`src/sgs_pkg.sv`:
```
// Shared types and constants for the scatter-gather segment splitter.
package sgs_pkg;

  typedef enum logic [1:0] {
    ST_IDLE,
    ST_SETUP,
    ST_RUN
  } state_e;

  localparam int unsigned PAGE_LOG2     = 12;
  localparam int unsigned PAGE_BYTES    = 4096;
  localparam int unsigned MAX_SEG_BYTES = 16384;
  localparam int unsigned MAX_RESULTS   = 37;
  localparam int unsigned BLK_LOG2_MIN  = 9;
  localparam int unsigned BLK_LOG2_MAX  = 12;
  localparam int unsigned SECTOR_LOG2   = 9;

  localparam logic [16:0] PIECES_MAX    = 17'h1FFFF;

endpackage

```
`src/sg_segment_splitter.sv`:
```
// Scatter-gather segment splitter: cuts segments at page and logical-block boundaries.
// The first piece passes through the input registers, the setup step and the output register.
// Throughput: one piece per cycle, while the output is not stalled, from a single shared
//   piece-cut unit; a segment goes through accept, setup and one cut step per piece.
// The next segment is accepted while the final piece still waits at the output.
// Reset: asynchronous, clears control state and counters; block size returns to 512.
module sg_segment_splitter (
  input  logic        clk_i,
  input  logic        rst_ni,
  input  logic        cfg_we_i,
  input  logic [3:0]  cfg_wdata_i,
  input  logic        in_valid_i,
  output logic        in_stall_o,
  input  logic        first_segment_i,
  input  logic        last_segment_i,
  input  logic [2:0]  start_sector_low_i,
  input  logic [24:0] request_bytes_i,
  input  logic [11:0] segment_count_i,
  input  logic [31:0] page_number_i,
  input  logic [15:0] seg_offset_i,
  input  logic [14:0] seg_length_i,
  output logic        out_valid_o,
  input  logic        out_stall_i,
  output logic [31:0] piece_page_o,
  output logic [11:0] piece_offset_o,
  output logic [12:0] piece_length_o,
  output logic        ends_block_o,
  output logic        hole_seen_o,
  output logic        budget_error_o,
  output logic        last_piece_o
);

  sgs_pkg::state_e state_q, state_d;

  logic [3:0]  blk_log2_q;

  logic        first_q, last_q;
  logic [2:0]  ssec_q;
  logic [24:0] req_q;
  logic [11:0] nseg_q;
  logic [31:0] page_q;
  logic [15:0] soff_q;
  logic [14:0] slen_q;

  logic [14:0] len_q;
  logic        oversize_q;
  logic [14:0] pos_q;
  logic [12:0] bl_q;
  logic [16:0] pu_q;
  logic [17:0] budget_q;
  logic        hole_q;
  logic [5:0]  n_q;

  logic        out_valid_q;
  logic [31:0] piece_page_q;
  logic [11:0] piece_offset_q;
  logic [12:0] piece_length_q;
  logic        ends_block_q;
  logic        hole_seen_q;
  logic        budget_error_q;
  logic        last_piece_q;

  // control
  logic        out_free;
  logic        in_take;
  logic        setup_en;
  logic        load_piece;

  // block size
  logic [3:0]  lg;
  logic [12:0] bs;
  logic [12:0] bs_mask;

  // setup datapath
  logic [11:0] off_in_blk;
  logic [12:0] fs;
  logic [12:0] fs_lim;
  logic [12:0] bl_init;
  logic [25:0] req_round;
  logic [25:0] blocks;
  logic [17:0] budget_init;
  logic [14:0] len_init;
  logic        oversize_init;
  logic        hole_init;

  // piece-cut datapath
  logic [16:0] addr;
  logic [12:0] space;
  logic [12:0] left;
  logic [14:0] remain;
  logic [12:0] m1;
  logic [12:0] map;
  logic [12:0] left_after;
  logic        endb;
  logic [12:0] bl_next;
  logic [14:0] pos_next;
  logic [16:0] pu_next;
  logic [5:0]  n_next;
  logic        spent;
  logic        last_norm;
  logic        trunc;
  logic        run_done;

  assign out_free = !out_valid_q || !out_stall_i;

  always_comb begin
    if (blk_log2_q < 4'(sgs_pkg::BLK_LOG2_MIN)) begin
      lg = 4'(sgs_pkg::BLK_LOG2_MIN);
    end else if (blk_log2_q > 4'(sgs_pkg::BLK_LOG2_MAX)) begin
      lg = 4'(sgs_pkg::BLK_LOG2_MAX);
    end else begin
      lg = blk_log2_q;
    end
    bs      = 13'd1 << lg;
    bs_mask = bs - 13'd1;
  end

  always_comb begin
    off_in_blk    = {ssec_q, 9'd0} & bs_mask[11:0];
    fs            = (bs - {1'b0, off_in_blk}) & bs_mask;
    fs_lim        = (req_q < 25'(fs)) ? req_q[12:0] : fs;
    bl_init       = (fs_lim == 13'd0) ? bs : fs_lim;
    req_round     = 26'(req_q) + 26'(bs_mask);
    blocks        = req_round >> lg;
    budget_init   = {blocks[16:0], 1'b0} + 18'(nseg_q);
    oversize_init = slen_q > 15'(sgs_pkg::MAX_SEG_BYTES);
    len_init      = oversize_init ? 15'(sgs_pkg::MAX_SEG_BYTES) : slen_q;
    hole_init     = first_q ? 1'b0 : hole_q;
    if (!first_q && soff_q != 16'd0) begin
      hole_init = 1'b1;
    end
    if (!last_q && ((soff_q[11:0] + slen_q[11:0]) != 12'd0)) begin
      hole_init = 1'b1;
    end
  end

  always_comb begin
    addr       = 17'(soff_q) + 17'(pos_q);
    space      = 13'(sgs_pkg::PAGE_BYTES) - {1'b0, addr[11:0]};
    left       = (bl_q == 13'd0) ? bs : bl_q;
    remain     = len_q - pos_q;
    m1         = (15'(space) < remain) ? space : remain[12:0];
    map        = (left < m1) ? left : m1;
    left_after = left - map;
    endb       = left_after == 13'd0;
    bl_next    = endb ? bs : left_after;
    pos_next   = pos_q + 15'(map);
    pu_next    = (pu_q == sgs_pkg::PIECES_MAX) ? pu_q : pu_q + 17'd1;
    n_next     = n_q + 6'd1;
    spent      = {1'b0, pu_q} >= budget_q;
    last_norm  = (pos_next >= len_q) || ({1'b0, pu_next} >= budget_q)
                 || (n_next >= 6'(sgs_pkg::MAX_RESULTS));
    trunc      = oversize_q || (pos_next < len_q);
    run_done   = spent || last_norm;
  end

  always_comb begin
    state_d = state_q;
    case (state_q)
      sgs_pkg::ST_IDLE: begin
        if (in_valid_i) state_d = sgs_pkg::ST_SETUP;
      end
      sgs_pkg::ST_SETUP: begin
        state_d = (slen_q == 15'd0) ? sgs_pkg::ST_IDLE : sgs_pkg::ST_RUN;
      end
      sgs_pkg::ST_RUN: begin
        if (out_free && run_done) state_d = sgs_pkg::ST_IDLE;
      end
      default: state_d = sgs_pkg::ST_IDLE;
    endcase
  end

  always_comb begin
    in_stall_o = 1'b1;
    in_take    = 1'b0;
    setup_en   = 1'b0;
    load_piece = 1'b0;
    case (state_q)
      sgs_pkg::ST_IDLE: begin
        in_stall_o = 1'b0;
        in_take    = in_valid_i;
      end
      sgs_pkg::ST_SETUP: setup_en = 1'b1;
      sgs_pkg::ST_RUN:   load_piece = out_free;
      default: in_stall_o = 1'b1;
    endcase
  end

  always_ff @(posedge clk_i or negedge rst_ni) begin
    if (!rst_ni) begin
      state_q     <= sgs_pkg::ST_IDLE;
      blk_log2_q  <= 4'(sgs_pkg::BLK_LOG2_MIN);
      bl_q        <= '0;
      pu_q        <= '0;
      budget_q    <= '0;
      hole_q      <= 1'b0;
      n_q         <= '0;
      pos_q       <= '0;
      out_valid_q <= 1'b0;
    end else begin
      state_q <= state_d;
      if (cfg_we_i) blk_log2_q <= cfg_wdata_i;
      if (setup_en) begin
        if (first_q) begin
          bl_q     <= bl_init;
          budget_q <= budget_init;
          pu_q     <= '0;
        end
        hole_q <= hole_init;
        pos_q  <= '0;
        n_q    <= '0;
      end
      if (load_piece && !spent) begin
        bl_q  <= bl_next;
        pu_q  <= pu_next;
        pos_q <= pos_next;
        n_q   <= n_next;
      end
      if (load_piece) begin
        out_valid_q <= 1'b1;
      end else if (!out_stall_i) begin
        out_valid_q <= 1'b0;
      end
    end
  end

  always_ff @(posedge clk_i) begin
    if (in_take) begin
      first_q <= first_segment_i;
      last_q  <= last_segment_i;
      ssec_q  <= start_sector_low_i;
      req_q   <= request_bytes_i;
      nseg_q  <= segment_count_i;
      page_q  <= page_number_i;
      soff_q  <= seg_offset_i;
      slen_q  <= seg_length_i;
    end
    if (setup_en) begin
      len_q      <= len_init;
      oversize_q <= oversize_init;
    end
    if (load_piece) begin
      hole_seen_q <= hole_q;
      if (spent) begin
        piece_page_q   <= page_q + 32'(soff_q[15:12]);
        piece_offset_q <= soff_q[11:0];
        piece_length_q <= '0;
        ends_block_q   <= 1'b0;
        budget_error_q <= 1'b1;
        last_piece_q   <= 1'b1;
      end else begin
        piece_page_q   <= page_q + 32'(addr[16:12]);
        piece_offset_q <= addr[11:0];
        piece_length_q <= map;
        ends_block_q   <= endb;
        budget_error_q <= last_norm && trunc;
        last_piece_q   <= last_norm;
      end
    end
  end

  assign out_valid_o    = out_valid_q;
  assign piece_page_o   = piece_page_q;
  assign piece_offset_o = piece_offset_q;
  assign piece_length_o = piece_length_q;
  assign ends_block_o   = ends_block_q;
  assign hole_seen_o    = hole_seen_q;
  assign budget_error_o = budget_error_q;
  assign last_piece_o   = last_piece_q;

endmodule
```
`config.mk`:
```
export PLATFORM = sky130hd
export DESIGN_NAME = sg_segment_splitter
export DESIGN_NICKNAME = d
export VERILOG_FILES = /design/src/sgs_pkg.sv /design/src/sg_segment_splitter.sv
export SDC_FILE = /design/constraint.sdc
export NUM_CORES = 1
export LEC_CHECK = 0
export BUFFER_PORTS_ARGS = -buffer_cell sky130_fd_sc_hd__buf_2
export CAP_MARGIN = 20
export CORE_UTILIZATION = 24
export CTS_BUF_LIST = sky130_fd_sc_hd__clkbuf_8
export CTS_CLUSTER_DIAMETER = 40
export DETAILED_ROUTE_END_ITERATION = 12
export GPL_TIMING_DRIVEN = 0
export PLACE_DENSITY = 0.43
export SLEW_MARGIN = 20
export SYNTH_ARGS = -nofsm -noshare
export SYNTH_HDL_FRONTEND = slang
export SYNTH_SLANG_ARGS = --single-unit
```
`constraint.sdc`:
```
create_clock -name clk_i -period 18.9 [get_ports clk_i]
set_input_delay 3.78 -clock clk_i [delete_from_list [all_inputs] [get_ports clk_i]]
set_output_delay 3.78 -clock clk_i [all_outputs]
set_load 0.02 [all_outputs]
```
# Yosys cells after proc, flatten, opt, wreduce, memory -nomap -nowiden

Index checks and enable logic that the tools add are counted.

Flip-flop bits (word level): 259
Input bits: 114
Output and inout port bits: 63
Logic and storage cells: 124

$add $sub $neg: 14
Order comparisons: 11
Eq/ne operators: 6
Shift-type cells: 2
Multiplexer cells: 34
Bitwise gates (word level): 2
Reduce and logical (&&, ||, !) cells: 29

Operators by type and width:

| cell                                                  | number |
|---|---|
| 2-to-1 mux 13 bit                                     | 9 |
| 2-to-1 mux 17 bit                                     | 4 |
| logical NOT 13 bit                                    | 3 |
| greater-or-equal comparator 17 x 18 -> 1 bit          | 2 |
| adder 32 x 4 -> 32 bit                                | 1 |
| adder 32 x 5 -> 32 bit                                | 1 |
| 2-to-1 mux 32 bit                                     | 1 |
| 2-to-1 mux 15 bit                                     | 2 |
| adder 25 x 13 -> 26 bit                               | 1 |
| >> shifter 26 x 4 -> 17 bit                           | 1 |
| less-than comparator 25 x 13 -> 1 bit                 | 1 |
| adder 18 x 12 -> 18 bit                               | 1 |
| adder 16 x 15 -> 17 bit                               | 1 |
| adder 17 x 1 -> 17 bit, second input constant         | 1 |
| equality test 17 bit, second input constant           | 1 |
| nonzero test 16 bit                                   | 1 |
| adder 15 x 13 -> 15 bit                               | 1 |
| greater-or-equal comparator 15 bit                    | 1 |
| greater-than comparator 15 bit, second input constant | 1 |
| logical NOT 15 bit                                    | 1 |
| less-than comparator 13 x 15 -> 1 bit                 | 1 |
| less-than comparator 15 bit                           | 1 |
| subtractor 15 bit                                     | 1 |
| AND 13 bit                                            | 1 |
| other kinds (30)                                      | 59 |

# Logic depth before layout (Yosys ltp)

Gate-level depths: netlist of run 1.

Word-level depth: 15
Gate-level depth with buffers: 56
Depth with buffers taken out: 53

# Least setup slack after synthesis of run 1

OpenSTA, ideal clock, no wires.

Path kind: flip-flop to flip-flop
From: register soff_q[0]
To: register last_piece_q (netlist: last_piece_o), data pin
Library setup time: 287 ps
Arrival: 10128 ps
Data required time: 18613 ps
Slack: 8485 ps
Cell stages (with the launch flop): 55
Path buffers: 3
Clock period less this slack: 10415 ps
Cells stage by stage: edfxtp_1 > ha_1 > inv_1 > fa_1 > nor2b_1 > o22ai_1 > xnor2_1 > nor4b_4 > o2111ai_2 > and2_1 > ha_1 > a2111oi_0 > a32oi_1 > a31o_2 > a2111o_1 > nand4_4 > buf_1 > nand2_1 > [... 19 more ...] > o21ai_0 > a21boi_0 > o21ai_0 > a21boi_0 > o21ai_0 > a21boi_0 > o21ai_0 > a21oi_1 > o21a_1 > nor2_1 > ha_1 > a21o_1 > a21o_1 > a21oi_1 > o211ai_1 > or3_1 > a31oi_1 > o21ai_0

Longest elaborated chain between the ends: 10

Ends and longest elaborated chain:

| item                                   | RTL line                   | RTL |
|---|---|---|
| start: declaration                     | sg_segment_splitter.sv:42  | `logic [15:0] soff_q;` |
| start signal: assignment               | sg_segment_splitter.sv:235 | `soff_q <= seg_offset_i;` |
| adder 16 x 15 -> 17 bit (*)            | sg_segment_splitter.sv:138 | `addr = 17'(soff_q) + 17'(pos_q);` |
| subtractor 13 x 12 -> 13 bit (*)       | sg_segment_splitter.sv:139 | `space = 13'(sgs_pkg::PAGE_BYTES) - {1'b0, addr[11:0]};` |
| less-than comparator 13 x 15 -> 1 bit  | sg_segment_splitter.sv:142 | `m1 = (15'(space) < remain) ? space : remain[12:0];` |
| 2-to-1 mux 13 bit (*)                  | sg_segment_splitter.sv:142 |  |
| less-than comparator 13 bit            | sg_segment_splitter.sv:143 | `map = (left < m1) ? left : m1;` |
| 2-to-1 mux 13 bit (*)                  | sg_segment_splitter.sv:143 |  |
| via map[0]                             | sg_segment_splitter.sv:92  | `logic [12:0] map;` |
| adder 15 x 13 -> 15 bit (*)            | sg_segment_splitter.sv:147 | `pos_next = pos_q + 15'(map);` |
| greater-or-equal comparator 15 bit (*) | sg_segment_splitter.sv:151 | `last_norm = (pos_next >= len_q) \|\| ({1'b0, pu_next} >= budget_q)` |
| logical OR 1 bit (*)                   | sg_segment_splitter.sv:151 |  |
| logical OR 1 bit (*)                   | sg_segment_splitter.sv:152 | `\|\| (n_next >= 6'(sgs_pkg::MAX_RESULTS));` |
| end signal: assignment                 | sg_segment_splitter.sv:257 | `last_piece_q <= last_norm;` |
| end: declaration                       | sg_segment_splitter.sv:61  | `logic last_piece_q;` |

Mark *: on every way through the listed nets, which the timed path passes. The rest lies on a longest branch.
A chain may end at the register's enable or synchronous reset.

# Worst setup path after layout of run 1

Same ends and word-level chain as after synthesis.

==> metrics.md, run 1 <==
| Metric | Value |
|---|---|
| Area Growth Syn to Fin | 21.83% |
| Largest net degree at the start of global routing | 61 |
| Vias per cell | 4.652 |
| CP max stage cell | edfxtp_1 |
| Critical Path Start Type | register |
| Post-CTS setup buffers | 0 |
| HPWL after detailed placement | 45.70 mm |
| Skew final | 0.04502 ns |
| Post-synth EDFFs | 182 |
| Worst Path Required | 19.19 ns |
| ANT nets after route | 0 |
| # DRC | 0 |
| Chip height | 279.5 um |
| Nets@finish | 2504 |
| Setup violators final | 0 |
| DRT iter0 DRCs | 764 |
| Max cap viols | 0 |
| Period utilization | 67.85% |
| CTS clk-pin slew, worst paths | 0.06 ns |
| TritonCTS clock tree | done |
| Max-slew violations | 0 |
| CP max FO | 10 |
| # fillers | 8071 |
| WP data arrival | 13.12 ns |
| Initial antenna violation count | 2 |
| Top cell by count, worst path | o21ai_0 |
| Avg Inst Size Synth | 9.623 um^2 |
| Overall routed net length | 58.15 mm |
| Final RePlAce weighted congestion | 0.8843 |
| HP Class | reg2reg |
| Hold_sp | nseg_q[0]$_DFFE_PP_ |
| RSZ-0062 raised after global routing | false |
| Crit Path Category | reg2reg |
| Post-Synthesis Cells | 1920 |
| Top_reg_cell synth | edfxtp_1 |
| GRT overflow | 0 |
| VDD IR-drop max | 0.07621 mV |
| Area of the multi-input gates | 10320 um^2 |
| Worst r2r src | soff_q[0]$_DFFE_PP_ |
| DRT Pass-1 Iters | 5 |
| Most frequent cells in the layout | 194 x ha_1, 182 x edfxtp_1, 178 x buf_2 |
| Hold EP | budget_q[0]$_DFFE_PN0P_ |
| Clock Latency Late Sink | 0.65 ns |
| Total number of vias | 15220 |
| Final TNS setup | 0 ns |
| Final hold vios | 0 |
| Register area share after synthesis | 40.02% |
| Post-Synthesis Cell Area | 18480 um^2 |
| Register area | 7395 um^2 |
| CTS buffer count | 68 |
| Layout cells sized above 1 | 15.75% |
| Maximum operating frequency | 0.07798 GHz |
| Initial core utilization | 24.29% |
| Ys async rst share | 29.73% |
| Outcome | complete, no violations |
| Full die area | 78090 um^2 |
| Tightest Pin Transition | 1.075 ns |
| Flops & latches, synth | 259 |
| Slew Limit Headroom | 28.32% |
| Row cnt | 101 |
| Number of global-route vias before repair | 15400 |
| Pre-CTS WS | 6.039 ns |
| Clock net sink count | 259 |
| Leading cell type in the layout, fill and taps excluded | ha_1 |
| Die Span X | 279.5 um |
| # hold bufs at CTS | 0 |
| IO buf count | 176 |
| Max H-tree Level | 3 |
| Distinct cells, synth | 89 |
| Post_cts resized | 0 |
| Overall routing resource usage | 14.86% |
| Hold Path Cell Cnt | 2 |
| Floorplan Core Area | 76080 um^2 |
| Worst r2r dst | last_piece_o$_SDFFCE_PP1P_ |
| Reg-to-reg setup timing slack | 6.08 ns |
| Crit-path max cell delay | 0.50 ns |
| P per Cell Area | 213.1 nW/um^2 |
| Final min period | 12.82 ns |
| FF-to-FF path depth | 54 |
| Ys Warns | 0 |
| Worst setup EP type | register |
| Wire length of the first global-routing pass | 88.90 mm |
| Routed wire per std cell | 17.77 um |
| Leak | 9.574 nW |
| Final WS setup | 6.077 ns |
| Clk root buf | clkbuf_8 |
| Number of I/O pins | 177 |
| Maximum root-to-sink buffer count | 3 |
| Placed cells | 3148 |
| Finished Layout Cells | 3272 |
==> registers in the layout, summed over array words and instances (netlist names), 2 cells and up <==
| register | count |
|---|---|
| ssec_q | 3 |
| page_q | 32 |
| state_q | 2 |
| piece_length_o | 13 |
| pos_q | 15 |
| len_q | 15 |
| bl_q | 13 |
| slen_q | 15 |
| req_q | 25 |
| nseg_q | 12 |
| budget_q | 18 |
| n_q | 6 |
| piece_page_o | 32 |
| soff_q | 16 |
| piece_offset_o | 12 |
| blk_log2_q | 4 |
| pu_q | 17 |
==> layout make-up <==
type,instances,area share (%)
multi-input combinational,1456,45.84
sequential,259,32.85
tap,1030,5.726
timing repair buffer,185,4.975
clock buffer,75,4.586
inverter,156,2.602
clock inverter,48,2.279
buffer,62,1.123
antenna,1,0.01112
==> synth_stat cells (all sizes together) (9+ instances only) <==
cell | count | share of area (%)
ha | 194 | 13
edfxtp | 182 | 30
nand2 | 164 | 3.3
inv | 156 | 3.2
o21ai | 154 | 4.2
nor2 | 140 | 2.8
a21oi | 101 | 2.8
xnor2 | 78 | 3.7
dfrtp | 75 | 10
clkbuf | 54 | 1.1
a21o | 52 | 2.1
nor2b | 39 | 1.3
nand3 | 38 | 1.0
nor3 | 38 | 1.1
xor2 | 38 | 1.8
o21a | 29 | 1.2
mux2i | 26 | 1.6
o31ai | 25 | 1.0
nand4 | 24 | 0.89
nor4 | 21 | 0.71
o211ai | 20 | 0.84
and3 | 19 | 0.64
or3 | 17 | 0.58
and2 | 16 | 0.54
nand2b | 15 | 0.51
mux2 | 14 | 0.89
a21boi | 13 | 0.53
o21bai | 12 | 0.49
a211oi | 11 | 0.45
a31oi | 11 | 0.41
o22ai | 11 | 0.37
a211o | 10 | 0.47
or2 | 9 | 0.30
==> power breakdown <==
part | switching (mW) | internal, mW
sequential | 0.141 | 0.853
clock | 0.309 | 0.507
combinational | 1.78 | 1.20
==> worst max path at each step <==
stage	startpoint	endpoint	slack [ns]
after global routing	soff_q[1]$_DFFE_PP_	last_piece_o$_SDFFCE_PP1P_	5.11
after CTS	soff_q[0]$_DFFE_PP_	last_piece_o$_SDFFCE_PP1P_	5.97
after global placement	soff_q[1]$_DFFE_PP_	last_piece_o$_SDFFCE_PP1P_	6.20
final	soff_q[0]$_DFFE_PP_	last_piece_o$_SDFFCE_PP1P_	6.08
after floorplan	soff_q[0]$_DFFE_PP_	last_piece_o$_SDFFCE_PP1P_	8.49
after detailed placement	soff_q[0]$_DFFE_PP_	last_piece_o$_SDFFCE_PP1P_	6.04
==> per-stage QoR <==
stage / hold WS (ns) / total power, mW / cell area, um^2 / utilization, %
after floorplan: 0.4146 / 3.156 / 18520 / -
after global placement: 0.4349 / 3.920 / 20690 / 27.20
after detailed placement: 0.4464 / 4.002 / 20960 / 27.55
after CTS: 0.4680 / 4.863 / 22500 / 29.58
after global routing: 0.4891 / 5.273 / 22510 / 29.59
final: 0.4457 / 4.796 / 22510 / 29.59
==> worst max-delay path, delay by kind of cell, from the launching register on <==
kind | cells | cell delay [ns]
xor+xnor | 2 | 0.41
buf+inv | 6 | 0.89
simple gates | 14 | 2.87
flops | 1 | 0.50
fa+ha+maj | 7 | 2.09
compound gates | 25 | 5.69
==> cell families after synthesis <==
group                      count (synthesis)  synth area share [%]
AOI/OAI and AO/OA                        516                 18.27
xor gates and xnor gates                 116                 5.540
adders and majority gates                202                 14.01
buffers and inverters                    218                 4.531
DFF                                      259                 40.02
muxes                                     40                 2.465
other                                      2               0.04065
and+or+nand+nor                          567                 15.12
==> routing by layer <==
layer	up-vias	wire length (um)	GRT usage [%]
li1	7555	-	-
met1	7189	26680	19.04
met4	0	1926	5.745
met3	110	2434	2.544
met5	-	0	0
met2	366	27110	24.84
Note: power is estimated with default switching activity, not from simulation.
==> run 2, diff against run 1 <==
==> constraint.sdc (replaced) <==
create_clock -name clk_i -period 12.8 [get_ports clk_i]
set_input_delay 2.56 -clock clk_i [delete_from_list [all_inputs] [get_ports clk_i]]
set_output_delay 2.56 -clock clk_i [all_outputs]
set_load 0.02 [all_outputs]
==> metrics.md, run 2 (same netlist as run 1, synthesis figures left out) <==
| Metric | Value |
|---|---|
| Chip height | 279.5 um (unchanged) |
| CP max stage cell | edfxtp_1 |
| Period utilization | 92.93% (+25 points) |
| Number of global-route vias before repair | 15410 (+0.032%) |
| CTS buffer count | 68 (unchanged) |
| CTS clk-pin slew, worst paths | 0.06 ns (about the same) |
| Row cnt | 101 (unchanged) |
| Setup violators final | 0 (unchanged) |
| Max-slew violations | 0 (unchanged) |
| ANT nets after route | 0 (unchanged) |
| Floorplan Core Area | 76080 um^2 (unchanged) |
| Leading cell type in the layout, fill and taps excluded | ha_1 |
| DRT iter0 DRCs | 791 (+3.5%) |
| Clk root buf | clkbuf_8 |
| Final RePlAce weighted congestion | 0.8843 (unchanged) |
| DRT Pass-1 Iters | 5 (unchanged) |
| Critical Path Start Type | register |
| Vias per cell | 4.644 (-0.17%) |
| Crit-path max cell delay | 0.52 ns (+0.02 ns) |
| Largest net degree at the start of global routing | 61 (unchanged) |
| Die Span X | 279.5 um (unchanged) |
| Total number of vias | 15230 (+0.046%) |
| Maximum root-to-sink buffer count | 3 (unchanged) |
| Reg-to-reg setup timing slack | 0.90 ns (-5.17 ns) |
| P per Cell Area | 315.3 nW/um^2 (+48%) |
| Max H-tree Level | 3 (unchanged) |
| Final min period | 11.90 ns (-0.9283 ns) |
| Final hold vios | 0 (unchanged) |
| Routed wire per std cell | 17.71 um (-0.36%) |
| Maximum operating frequency | 0.08407 GHz (+7.8%) |
| Clock net sink count | 259 (unchanged) |
| Worst setup EP type | register |
| Hold_ws | 0.4459 ns (+0.0002190 ns) |
| # DRC | 0 (unchanged) |
| Skew final | 0.04210 ns (-0.002915 ns) |
| Number of I/O pins | 177 (unchanged) |
| TritonCTS clock tree | done |
| Fin util | 29.72% (+0.13 points) |
| Clock Latency Late Sink | 0.65 ns (about the same) |
| Initial core utilization | 24.29% (unchanged) |
| VDD IR-drop max | 0.1130 mV (+48%) |
| HP Class | reg2reg |
| Max cap viols | 0 (unchanged) |
| Tightest Pin Transition | 1.066 ns (-0.008761 ns) |
| Layout cells sized above 1 | 16.28% (+0.53 points) |
| Full die area | 78090 um^2 (unchanged) |
| RSZ-0062 raised after global routing | false |
| IO buf count | 176 (unchanged) |
| WP data arrival | 12.21 ns (-0.91 ns) |
| Leak | 9.614 nW (+0.42%) |
| Nets@finish | 2511 (+0.28%) |
| Slew Limit Headroom | 28.90% (+0.58 points) |
| Top cell by count, worst path | o21ai_0 |
| Crit Path Category | reg2reg |
| Area Growth Syn to Fin | 22.38% |
| CP max FO | 10 (unchanged) |
| HPWL after detailed placement | 45.70 mm (unchanged) |
| # hold bufs at CTS | 0 (unchanged) |
| Wire length of the first global-routing pass | 88.90 mm (unchanged) |
| Worst Path Required | 13.12 ns (-6.07 ns) |
| Outcome | complete, no violations |
| Most frequent cells in the layout | 194 x ha_1, 182 x edfxtp_1, 177 x buf_2 |
| Overall routing resource usage | 14.86% (unchanged) |
| Overall routed net length | 58.07 mm (-0.15%) |
| Initial antenna violation count | 2 (unchanged) |
| GRT overflow | 0 (unchanged) |
run 2: power by group:
group          total, mW  internal [mW]  switching, mW
Combinational       4.46           1.80           2.66
Sequential          1.47           1.26          0.206
Clock               1.20          0.748          0.454
run 2: stage by stage:
step / TNS, ns / std cells / area (um^2) / setup WS [ns] / total power [mW]
global placement: 0 / 3139 / 20690 / 0.1017 / 5.789
finish: 0 / 3279 / 22610 / 0.9050 / 7.128
CTS: 0 / 3270 / 22500 / 0.02296 / 7.179
floorplan: 0 / 1933 / 18520 / 2.385 / 4.660
detailed placement: -0.06094 / 3148 / 20960 / -0.06094 / 5.909
global route: 0 / 3279 / 22610 / 0.06604 / 7.838
run 2: repair_timing:
action | CTS | global route
setup buffers | 0 | 8
endpoints found under the setup margin | 2 | 3
pin swaps | 0 | 2
resized for setup | 1 | 12
gates cloned | 0 | 0
run 2: cell type report:
type | instances | area, um^2
Fill cell | 8066 | 53470
Inverter | 156 | 585.6
Multi-Input combinational cell | 1456 | 10360
Timing Repair Buffer | 193 | 1180
Tap cell | 1030 | 1289
Antenna cell | 1 | 2.502
Sequential cell | 259 | 7395
Buffer | 61 | 251.5
Clock inverter | 48 | 513.0
Clock buffer | 75 | 1032
run 2: metal layers:
metal  track usage, %  vias to the layer above  share of wire, %
li1                 -                     7572                 -
met4            5.745                        0               3.5
met3            2.569                      110               3.9
met1            19.04                     7197                46
met2            24.83                      348                47
met5                0                        -                 0
run 2: worst paths after layout:
path,startpoint,to,depth (start not counted)
min in group asynchronous,rst_ni,hole_q$_DFFE_PN0P_,1
max,soff_q[1]$_DFFE_PP_,budget_error_o$_SDFFCE_PP1P_,52
max reg2reg,soff_q[1]$_DFFE_PP_,budget_error_o$_SDFFCE_PP1P_,52
min,nseg_q[0]$_DFFE_PP_,budget_q[0]$_DFFE_PN0P_,2
min reg2reg,nseg_q[0]$_DFFE_PP_,budget_q[0]$_DFFE_PN0P_,2
max in group asynchronous,rst_ni,blk_log2_q[0]$_DFFE_PN1P_,2
run 2: worst max-delay path: cells and delay by family (launching register included):
family                   cells  cell delay [ns]
AO/OA/AOI/OAI               25             5.23
AND/OR/NAND/NOR             13             2.66
adder cells (fa/ha/maj)      6             1.85
buffers and inverters        6             0.87
flip-flops                   1             0.52
XOR/XNOR                     2             0.41
==> run 3, diff against run 2 <==
--- a/config.mk
+++ b/config.mk
@@ -8,11 +8,10 @@
 export BUFFER_PORTS_ARGS = -buffer_cell sky130_fd_sc_hd__buf_2
 export CAP_MARGIN = 20
 export CORE_UTILIZATION = 24
-export CTS_BUF_LIST = sky130_fd_sc_hd__clkbuf_8
 export CTS_CLUSTER_DIAMETER = 40
 export DETAILED_ROUTE_END_ITERATION = 12
 export GPL_TIMING_DRIVEN = 0
-export PLACE_DENSITY = 0.43
+export PLACE_DENSITY = 0.45
 export SLEW_MARGIN = 20
 export SYNTH_ARGS = -nofsm -noshare
 export SYNTH_HDL_FRONTEND = slang
==> metrics.md, run 3 (same netlist as run 1, synthesis figures left out) <==
| Metric | Value |
|---|---|
| Skew final | 0.02853 ns (-0.01357 ns) |
| Worst r2r dst | last_piece_o$_SDFFCE_PP1P_ |
| Vias per cell | 4.702 (+1.2%) |
| Reg-to-reg setup timing slack | 0.75 ns (-0.15 ns) |
| Crit-path max cell delay | 0.52 ns (about the same) |
| Slew Limit Headroom | 32.65% (+3.8 points) |
| CP max stage cell | xnor2_1 |
| # hold bufs at CTS | 0 (unchanged) |
| Row cnt | 101 (unchanged) |
| RSZ-0062 raised after global routing | false |
| Clock Latency Late Sink | 0.61 ns (-0.04 ns) |
| Maximum operating frequency | 0.08302 GHz (-1.2%) |
| Layout cells sized above 1 | 15.96% (-0.32 points) |
| HPWL after detailed placement | 45.56 mm (-0.31%) |
| Worst r2r src | soff_q[1]$_DFFE_PP_ |
| WP data arrival | 12.35 ns (+0.14 ns) |
| Clk root buf | clkbuf_16 |
| Hold Path Cell Cnt | 2 (unchanged) |
| Max-slew violations | 0 (unchanged) |
| P per Cell Area | 325.8 nW/um^2 (+3.3%) |
| Leak | 9.801 nW (+1.9%) |
| Die Span X | 279.5 um (unchanged) |
| Maximum root-to-sink buffer count | 3 (unchanged) |
| Full die area | 78090 um^2 (unchanged) |
| Overall routing resource usage | 14.75% (-0.11 points) |
| Worst setup EP type | register |
| ANT nets after route | 0 (unchanged) |
| Final TNS setup | 0 ns (unchanged) |
| HP Class | reg2reg |
| CTS clk-pin slew, worst paths | 0.05 ns (about the same) |
| Crit Path Category | reg2reg |
| Chip height | 279.5 um (unchanged) |
| Number of I/O pins | 177 (unchanged) |
| Number of global-route vias before repair | 15460 (+0.35%) |
| Largest net degree at the start of global routing | 51 (-16%) |
| Pre-CTS WS | 0.1665 ns (+0.2275 ns) |
| Hold_sp | nseg_q[0]$_DFFE_PP_ |
| Final min period | 12.05 ns (+0.1504 ns) |
| CP max FO | 10 (unchanged) |
| Critical Path Start Type | register |
| Most frequent cells in the layout | 194 x ha_1, 182 x edfxtp_1, 178 x buf_2 |
| Routed wire per std cell | 17.79 um (+0.48%) |
| Initial core utilization | 24.29% (unchanged) |
| Tightest Pin Transition | 1.010 ns (-0.05628 ns) |
| Area Growth Syn to Fin | 25.10% |
| CTS buffer count | 57 (-16%) |
| Top cell by count, worst path | o21ai_0 |
| GRT overflow | 0 (unchanged) |
| Wire length of the first global-routing pass | 88.98 mm (about the same) |
| Hold EP | budget_q[0]$_DFFE_PN0P_ |
| Worst Path Required | 13.10 ns (-0.02 ns) |
| VDD IR-drop max | 0.1203 mV (+6.5%) |
| FF-to-FF path depth | 53 (+1.9%) |
| Overall routed net length | 58.03 mm (about the same) |
| Initial antenna violation count | 5 (+3) |
| Outcome | complete, no violations |
| Clock net sink count | 259 (unchanged) |
| Max H-tree Level | 2 (-1) |
| Floorplan Core Area | 76080 um^2 (unchanged) |
| IO buf count | 176 (unchanged) |
| Final hold vios | 0 (unchanged) |
| Pwr Total | 7.530 mW (+5.6%) |
| Total number of vias | 15330 (+0.69%) |
| DRT iter0 DRCs | 978 (+24%) |
| # diodes | 0 (-1) |
| Leading cell type in the layout, fill and taps excluded | ha_1 |
| Period utilization | 94.10% (+1.2 points) |
| Setup violators final | 0 (unchanged) |
| DRT Pass-1 Iters | 5 (unchanged) |
| Final WS setup | 0.7546 ns (-0.1504 ns) |
| # DRC | 0 (unchanged) |
| Nets@finish | 2498 (-0.52%) |
| TritonCTS clock tree | done |
| Final RePlAce weighted congestion | 0.8763 (-0.90%) |
| Max cap viols | 0 (unchanged) |
==> run 3: final cells by class <==
| cell class | count | area (um^2) |
|---|---|---|
| Sequential cell | 259 | 7395 |
| Timing Repair Buffer | 190 | 1157 |
| Multi-Input combinational cell | 1456 | 10360 |
| Buffer | 62 | 254.0 |
| Tap cell | 1030 | 1289 |
| Clock inverter | 40 | 539.3 |
| Fill cell | 7964 | 52960 |
| Inverter | 156 | 585.6 |
| Clock buffer | 68 | 1531 |
==> run 3: through the flow <==
stage          instances  hold slack, ns  cell area [um^2]  utilization (%)
6_report            3261          0.4680             23110            30.38
2_1_floorplan       1933          0.4146             18520                -
4_1_cts             3256          0.4842             23030            30.27
3_3_place_gp        3139          0.4705             20690            27.20
3_5_place_dp        3148          0.4734             20960            27.55
5_1_grt             3261          0.4981             23110            30.38
==> run 3: how the worst max path moves through the flow <==
stage / start / end / slack [ns] / cells past startpoint
floorplan: soff_q[0]$_DFFE_PP_ / last_piece_o$_SDFFCE_PP1P_ / 2.39 / 54
global placement: soff_q[1]$_DFFE_PP_ / last_piece_o$_SDFFCE_PP1P_ / 0.32 / 53
detailed placement: soff_q[1]$_DFFE_PP_ / last_piece_o$_SDFFCE_PP1P_ / 0.17 / 53
CTS: soff_q[1]$_DFFE_PP_ / last_piece_o$_SDFFCE_PP1P_ / 0.11 / 53
global route: soff_q[1]$_DFFE_PP_ / last_piece_o$_SDFFCE_PP1P_ / 0.05 / 52
finish: soff_q[1]$_DFFE_PP_ / last_piece_o$_SDFFCE_PP1P_ / 0.75 / 53
==> run 3: where the power goes <==
group	leakage, nW	internal, mW	switching, mW
Clock	1.00	1.06	0.519
Sequential	2.67	1.26	0.211
Combinational	6.12	1.81	2.67
==> run 3: timing repair <==
item | in CTS | in global routing
setup endpoints to repair | 0 | 3
gates resized for setup | 0 | 13
setup buffers | 0 | 5
==> run 3: critical path: cells and delay by family, from the launching register on <==
kind / cells / cell delay, ns
flops: 1 / 0.51
simple gates: 13 / 2.30
xor+xnor: 2 / 0.67
buf+inv: 6 / 0.91
compound gates: 26 / 5.32
fa+ha+maj: 6 / 2.00
==> run 3: layer usage <==
layer	up-vias	global-route usage, %	routed length, um
met3	115	2.202	2543
met5	-	0	0
met2	390	24.56	26810
met4	0	5.535	1999
met1	7263	19.23	26680
li1	7564	-	-
